==> src/bmf7_pkg.sv <==
// Shared constants, types and register codes for the 7x7 box mean filter.
package bmf7_pkg;

  // Frame limits and window geometry.
  localparam int MAX_WIDTH  = 1024;
  localparam int MAX_HEIGHT = 4096;
  localparam int WIN        = 7;
  localparam int HALF       = 3;
  localparam int DIVISOR    = 49;

  // Field and counter widths.
  localparam int PIX_W  = 8;
  localparam int COL_W  = $clog2(MAX_WIDTH);
  localparam int ROW_W  = $clog2(MAX_HEIGHT);
  localparam int WID_W  = COL_W + 1;
  localparam int HGT_W  = ROW_W + 1;
  localparam int TAPS   = WIN - 1;
  localparam int LINE_W = TAPS * PIX_W;
  localparam int CSUM_W = 11;
  localparam int WSUM_W = 14;

  // Division by 49 as a multiply by a rounded-up reciprocal; exact for 14-bit sums.
  localparam int DIV_SHIFT = 20;
  localparam int DIV_MUL   = ((1 << DIV_SHIFT) + DIVISOR - 1) / DIVISOR;
  localparam int MUL_W     = 15;
  localparam int PROD_W    = WSUM_W + MUL_W;

  // Configuration port.
  localparam int APB_AW = 3;
  localparam int APB_DW = 32;

  typedef enum logic {
    REG_WIDTH  = 1'b0,
    REG_HEIGHT = 1'b1
  } reg_idx_t;

  // Clamped frame size handed from the register bank to the datapath.
  typedef struct packed {
    logic [WID_W-1:0] width;
    logic [HGT_W-1:0] height;
  } frame_size_t;

endpackage

==> src/bmf7_regs.sv <==
// Configuration register bank with APB-style access and size clamping.
module bmf7_regs (
  input  logic                        clk,
  input  logic                        rst,
  input  logic                        psel,
  input  logic                        penable,
  input  logic                        pwrite,
  input  logic [bmf7_pkg::APB_AW-1:0] paddr,
  input  logic [bmf7_pkg::APB_DW-1:0] pwdata,
  output logic [bmf7_pkg::APB_DW-1:0] prdata,
  output logic                        pready,
  output bmf7_pkg::frame_size_t       size
);
  import bmf7_pkg::*;

  logic [WID_W-1:0] image_width;
  logic [HGT_W-1:0] image_height;
  logic             wr_en;
  reg_idx_t         idx;

  assign idx    = reg_idx_t'(paddr[2]);
  assign wr_en  = psel && penable && pwrite;
  assign pready = 1'b1;

  // Register writes complete in the access phase.
  always_ff @(posedge clk) begin
    if (rst) begin
      image_width  <= WID_W'(512);
      image_height <= HGT_W'(512);
    end else if (wr_en) begin
      unique case (idx)
        REG_WIDTH:  image_width  <= pwdata[WID_W-1:0];
        REG_HEIGHT: image_height <= pwdata[HGT_W-1:0];
        default:    ;
      endcase
    end
  end

  // Read data follows the address.
  always_comb begin
    unique case (idx)
      REG_WIDTH:  prdata = APB_DW'(image_width);
      REG_HEIGHT: prdata = APB_DW'(image_height);
      default:    prdata = '0;
    endcase
  end

  // Effective frame size, held within the window and the storage limits.
  always_comb begin
    if (image_width < WID_W'(WIN)) begin
      size.width = WID_W'(WIN);
    end else if (image_width > WID_W'(MAX_WIDTH)) begin
      size.width = WID_W'(MAX_WIDTH);
    end else begin
      size.width = image_width;
    end
    if (image_height < HGT_W'(WIN)) begin
      size.height = HGT_W'(WIN);
    end else if (image_height > HGT_W'(MAX_HEIGHT)) begin
      size.height = HGT_W'(MAX_HEIGHT);
    end else begin
      size.height = image_height;
    end
  end

endmodule

==> config.mk <==
export PLATFORM = sky130hd
export DESIGN_NAME = bmf7_regs
export DESIGN_NICKNAME = d
export VERILOG_FILES = /design/src/bmf7_pkg.sv /design/src/bmf7_regs.sv
export SDC_FILE = /design/constraint.sdc
export NUM_CORES = 1
export LEC_CHECK = 0
export ABC_AREA = 1
export BUFFER_PORTS_ARGS = -buffer_cell sky130_fd_sc_hd__buf_2
export CORE_UTILIZATION = 45
export DETAILED_ROUTE_END_ITERATION = 8
export PLACE_DENSITY = 0.86
export SLEW_MARGIN = 5
export SYNTH_ARGS = -nofsm -noshare
export SYNTH_HDL_FRONTEND = slang
export SYNTH_SLANG_ARGS = --single-unit
==> constraint.sdc <==
create_clock -name clk -period 2.1 [get_ports clk]
set_clock_uncertainty 0.15 [all_clocks]
set_input_delay 0.42 -clock clk [delete_from_list [all_inputs] [get_ports clk]]
set_output_delay 0.42 -clock clk [all_outputs]
set_load 0.01 [all_outputs]
==> summary.md, run 1 <==
| Metric | Value |
|---|---|
| Synth warn | `0` |
| VDD IR max | `277 uV` |
| Antenna Cells | `0` |
| HP Class | `in -> reg` |
| Final GP Congestion | `0.859` |
| Die footprint | `3410 um^2` |
| Most common cell in the synthesized netlist | `nand2_1` |
| Top delay family on crit path | `simple AND/OR/NAND/NOR gates` |
| Sequential fraction of the synthesis area | `0.336` |
| First-pass GRT wire length | `5170 um` |
| Tcrit/Tclk final | `0.961` |
| Final core utilization | `0.576` |
| Final hold vios | `0` |
| Post-synth EDFFs | `0` |
| Core area | `3030 um^2` |
| Final Setup Violations | `0` |
| Avg Inst Size Synth | `6.57 um^2` |
| Top cell type's share of synthesized area | `0.336` |
| CTS H-Tree Depth | `1` |
| Max cap viols | `0` |
| Final WL | `3480 um` |
| Final Power | `907 uW` |
| Worst EP arrival | `1.45 ns` |
| WL/cell | `11.1 um` |
| WP buf/inv | `1` |
| Multi-input logic area | `734 um^2` |
| First DRT Iteration DRCs | `54` |
| Chip height | `58.4 um` |
| Crit path max fanout | `5` |
| Crit path time final | `2.02 ns` |
| Crit path largest cell delay | `0.39 ns` |
| Worst Path Required | `1.53 ns` |
| Distinct cells, synth | `20` |
| Dpl cells | `306` |
| Register area | `495 um^2` |
| Largest area contributor in the netlist | `dfxtp_1` |
| Fin cells | `314` |
| Via count | `1512` |
| CP endpoint kind | `output port` |
| Setup_tns | `0 ns` |
| CP max stage cell | `dfxtp_4` |
| Final instance area | `1740 um^2` |
| Fill cells | `311` |
| Hold path startpoint | `rst` |
| Die width | `58.4 um` |
| Area Overhead vs Synth | `21.8%` |
| DRC Markers | `0` |
| Pwr dens | `520 nW/um^2` |
| Share of layout cells above drive strength 1 | `0.315` |
| Synth Instances | `218` |
| FF-to-FF Start | `image_height[3]` |
| Actual slew at the worst max-slew pin | `0.607 ns` |
| Worst-path clk slew | `0.12 ns` |
| Crit path cell chain | `nor2_4 -> nand2_1 -> nor2_2 -> nand2_2 -> a21boi_0 -> buf_2` |
| Initial core utilization | `0.473` |
| Static Leak | `0.951 nW` |
| Via density | `4.82` |
| Area after DPL | `1640 um^2` |
| Clock sinks | `24` |
| Slew Limit Fails | `0` |
| Slew HR | `0.595` |
| CTS Hold Bufs | `0` |
| Syn Std Cell Area | `1430 um^2` |
| Synth top cells by count | `31 x nand2_1, 28 x inv_1, 26 x o21ai_0` |
| Clock root buffer | `clkbuf_4` |
| Gr ovfl total | `0` |
| FP Rows | `20` |
| Area contributors post-synth | `dfxtp_1 34%, buf_4 11%, o21ai_0 9.1%` |
| Initial antenna violation count | `0` |
| Final ANT Viol Nets | `0` |
| Clk Latency, worst-skew pair | `0.31 ns` |
| Total iterations of the first detailed-routing run | `4` |
| Top_reg_cell synth | `dfxtp_1` |
| Setup Crit Path Kind | `reg -> out` |
| Io pins | `97` |
| Final nets | `311` |
| Crit path launch type | `flop` |
| Critical Path Start | `image_height[4]` |
| DP Worst Slack | `0.189 ns` |
| Detail Placement HPWL | `2520 um` |
| Outcome | `completed` |
| Worst Hold Slack | `0.158 ns` |
| Vias in the first global route | `1164` |
| Total track usage | `0.197` |
| Max frequency | `495 MHz` |
| Clk buf depth | `2` |
| Port Buffers | `55` |
| CTS tree | `yes` |
| Largest net degree at the start of global routing | `25` |
| CTS buffer count | `3` |
| Final worst setup slack | `0.0814 ns` |
| Yosys reg bits | `24` |
| Async set-reset flop share out of synthesis | `0` |
## state kept, by name, summed over array words and instances, names as in the netlist
| signal | flops |
|---|---|
| image_height | 13 |
| image_width | 11 |
## where the power goes
part | internal (mW) | switching (mW)
clock network | 0.106 | 0.134
logic | 0.0660 | 0.113
registers | 0.470 | 0.0181
## cells by family after synthesis
kind of cell | Yosys count | synth area share
other | 2 | 0.00525
DFF | 24 | 0.336
buffers and inverters | 60 | 0.221
AOI/OAI and AO/OA | 65 | 0.241
and+or+nand+nor | 67 | 0.197
## worst paths after layout
path / endpoint / slack (ns) / cells after the start
min: image_width[9] / 0.16 / 3
max reg2reg: image_height[3] / 1.11 / 3
min reg2reg: image_height[9] / 0.35 / 2
max: size[9] / 0.08 / 6
## metal layers
metal / GRT usage / vias to the layer above / routed length, um
met5: 0 / - / 0
met4: 0.0850 / 0 / 54
met3: 0.0242 / 4 / 266
met2: 0.319 / 74 / 1600
met1: 0.265 / 673 / 1550
li1: - / 761 / -
## layout by cell type, fill, tap and decap left out, types with 3 or more instances in the layout
master	n
a21boi_0	6
dfxtp_1	16
dfxtp_2	6
nor2_1	20
conb_1	20
clkbuf_4	3
nor2_4	3
buf_2	55
nand2_2	3
nand2_1	30
nor2_2	3
o21ai_0	25
o21ai_1	9
nand3_1	7
inv_1	27
buf_4	5
a21oi_1	22
## layout make-up
class                   count  share of cell area
clock buffers               4              0.0208
inverters                  29              0.0625
multi-input cells         153               0.421
flip-flops and latches     24               0.284
well taps                  44              0.0316
repair buffers             60               0.179
## timing repair
action,4_1_cts,5_1_grt
gates cloned,0,1
buffers inserted,0,3
gates resized for setup,1,22
pin swaps,0,3
endpoints found under the setup margin,5,16
## worst min-delay path, stage by stage
cell	delay, ns
buf_2	0.08
a21oi_1	0.04
o21ai_0	0.05
Note: power is estimated with default switching activity, not from simulation.
==> inputs of run 2 (changes only) <==
--- a/config.mk
+++ b/config.mk
@@ -7,9 +7,9 @@
 export LEC_CHECK = 0
 export ABC_AREA = 1
 export BUFFER_PORTS_ARGS = -buffer_cell sky130_fd_sc_hd__buf_2
-export CORE_UTILIZATION = 45
+export CORE_UTILIZATION = 37
 export DETAILED_ROUTE_END_ITERATION = 8
-export PLACE_DENSITY = 0.86
+export PLACE_DENSITY = 0.75
 export SLEW_MARGIN = 5
 export SYNTH_ARGS = -nofsm -noshare
 export SYNTH_HDL_FRONTEND = slang
==> constraint.sdc (replaced) <==
create_clock -name clk -period 1.66 [get_ports clk]
set_clock_uncertainty 0.15 [all_clocks]
set_input_delay 0.332 -clock clk [delete_from_list [all_inputs] [get_ports clk]]
set_output_delay 0.332 -clock clk [all_outputs]
set_load 0.1 [all_outputs]
==> summary.md, run 2 (synthesized netlist as in run 1, its figures left out) <==
| Metric | Value |
|---|---|
| Static Leak | `1.36 nW` |
| Gr ovfl total | `0` |
| HP Class | `in -> reg` |
| Antenna Cells | `0` |
| Die footprint | `4120 um^2` |
| Detail Placement HPWL | `3520 um` |
| Vias in the first global route | `1734` |
| Port Buffers | `55` |
| Worst path most repeated cell | `nand2_2` |
| Initial antenna violation count | `0` |
| Chip height | `64.2 um` |
| FP Rows | `22` |
| First DRT Iteration DRCs | `106` |
| Outcome | `finished, violations left` |
| Worst r2r path cells | `3` |
| RSZ-0062 raised after global routing | `yes` |
| Worst Setup EP | `size[2]` |
| CTS Hold Bufs | `0` |
| Pwr dens | `690 nW/um^2` |
| Clock root buffer | `clkbuf_8` |
| Crit path time final | `2.02 ns` |
| Final Setup Violations | `23` |
| Commonest non-fill, non-tap cells in the layout | `39 x buf_12, 28 x buf_4, 21 x a21oi_1` |
| First-pass GRT wire length | `8510 um` |
| WL/cell | `17.3 um` |
| Total iterations of the first detailed-routing run | `4` |
| Failing checks | `setup timing` |
| Worst Hold Slack | `0.153 ns` |
| DRC Markers | `0` |
| Final worst setup slack | `-0.364 ns` |
| Final WL | `6080 um` |
| Final ANT Viol Nets | `0` |
| Worst-path clk slew | `0.09 ns` |
| Clk buf depth | `2` |
| Final GP Congestion | `0.865` |
| Slew Limit Fails | `0` |
| Critical Path Start | `image_height[4]` |
| Largest net degree at the start of global routing | `23` |
| Area Overhead vs Synth | `115%` |
| Dpl cells | `343` |
| Top flop regs | `image_height x13, image_width x11` |
| Final hold vios | `0` |
| CTS tree | `yes` |
| Clk Latency, worst-skew pair | `0.28 ns` |
| Worst EP arrival | `1.54 ns` |
| Final nets | `344` |
| Initial core utilization | `0.388` |
| Final core utilization | `0.834` |
| CTS H-Tree Depth | `1` |
| Fin cells | `351` |
| Max reg flops | `13` |
| Final instance area | `3080 um^2` |
| Final Power | `2.12 mW` |
| Most flop-heavy register | `image_height` |
| Core area | `3690 um^2` |
| CP max stage cell | `dfxtp_2` |
| Crit path max fanout | `5` |
| Io pins | `97` |
| Share of layout cells above drive strength 1 | `0.624` |
| CTS buffer count | `3` |
| Total track usage | `0.270` |
| Max cap viols | `0` |
| Setup Crit Path Kind | `reg -> out` |
| Setup_tns | `-6.86 ns` |
| Crit path cell chain | `nor2_4 -> nand2_2 -> nor2_4 -> nand2_4 -> nand2_2 -> nand2_2 -> nand2_4 -> buf_12` |
| Via density | `5.25` |
| FF-to-FF setup slack | `0.48 ns` |
| Crit path largest cell delay | `0.35 ns` |
| Area after DPL | `2730 um^2` |
| Commonest non-fill, non-tap cell in the layout | `buf_12` |
| DP Worst Slack | `-0.121 ns` |
| FF-to-FF Start | `image_height[12]` |
| Via count | `1841` |
| Worst Path Required | `1.18 ns` |
| Tcrit/Tclk final | `1.22` |
| Crit path launch type | `flop` |
| Clock sinks | `24` |
| CP endpoint kind | `output port` |
| VDD IR max | `463 uV` |
| Die width | `64.2 um` |
| Max frequency | `494 MHz` |
| Worst R2R End | `image_height[12]` |
## run 2: worst min-delay path by stage
| stage | startpoint | endpoint | depth (start not counted) |
|---|---|---|---|
| 2_1_floorplan | rst | image_width[9] | 2 |
| 3_3_place_gp | image_width[4] | image_width[4] | 2 |
| 3_5_place_dp | image_height[9] | image_height[9] | 3 |
| 4_1_cts | pwdata[12] | image_height[12] | 3 |
| 5_1_grt | pwdata[7] | image_height[7] | 3 |
| 6_report | pwdata[11] | image_height[11] | 3 |
## run 2: report_power, final
group	total (mW)	internal, mW	switching, mW
sequential	0.618	0.596	0.0213
clock	0.524	0.323	0.202
combinational	0.981	0.287	0.694
total	2.12	1.21	0.917
## run 2: layout make-up
type / instances / area (um^2)
clock buffer: 3 / 41.3
sequential: 24 / 509
multi-input combinational: 153 / 1110
timing repair buffer: 93 / 1190
inverter: 29 / 131
fill: 169 / 612
tap: 48 / 60.1
clock inverter: 1 / 30.0
## run 2: per-layer routing
layer  vias up  part of all wire  track usage
li1        827                 -            -
met1       860              0.36        0.307
met2       134              0.53        0.508
met3        20             0.078       0.0321
met4         0             0.027        0.100
met5         -                 0            0
## run 2: critical path, delay by kind of cell, from the launching register on
| family | cells | cell delay [ns] |
|---|---|---|
| AND/OR/NAND/NOR | 7 | 0.74 |
| flip-flops | 1 | 0.35 |
| buffers and inverters | 1 | 0.16 |
## run 2: timing repair
action,CTS,global route
gates cloned,2,0
pin swaps,20,13
endpoints found under the setup margin,26,32
buffers inserted,1,2
gates resized for setup,28,47
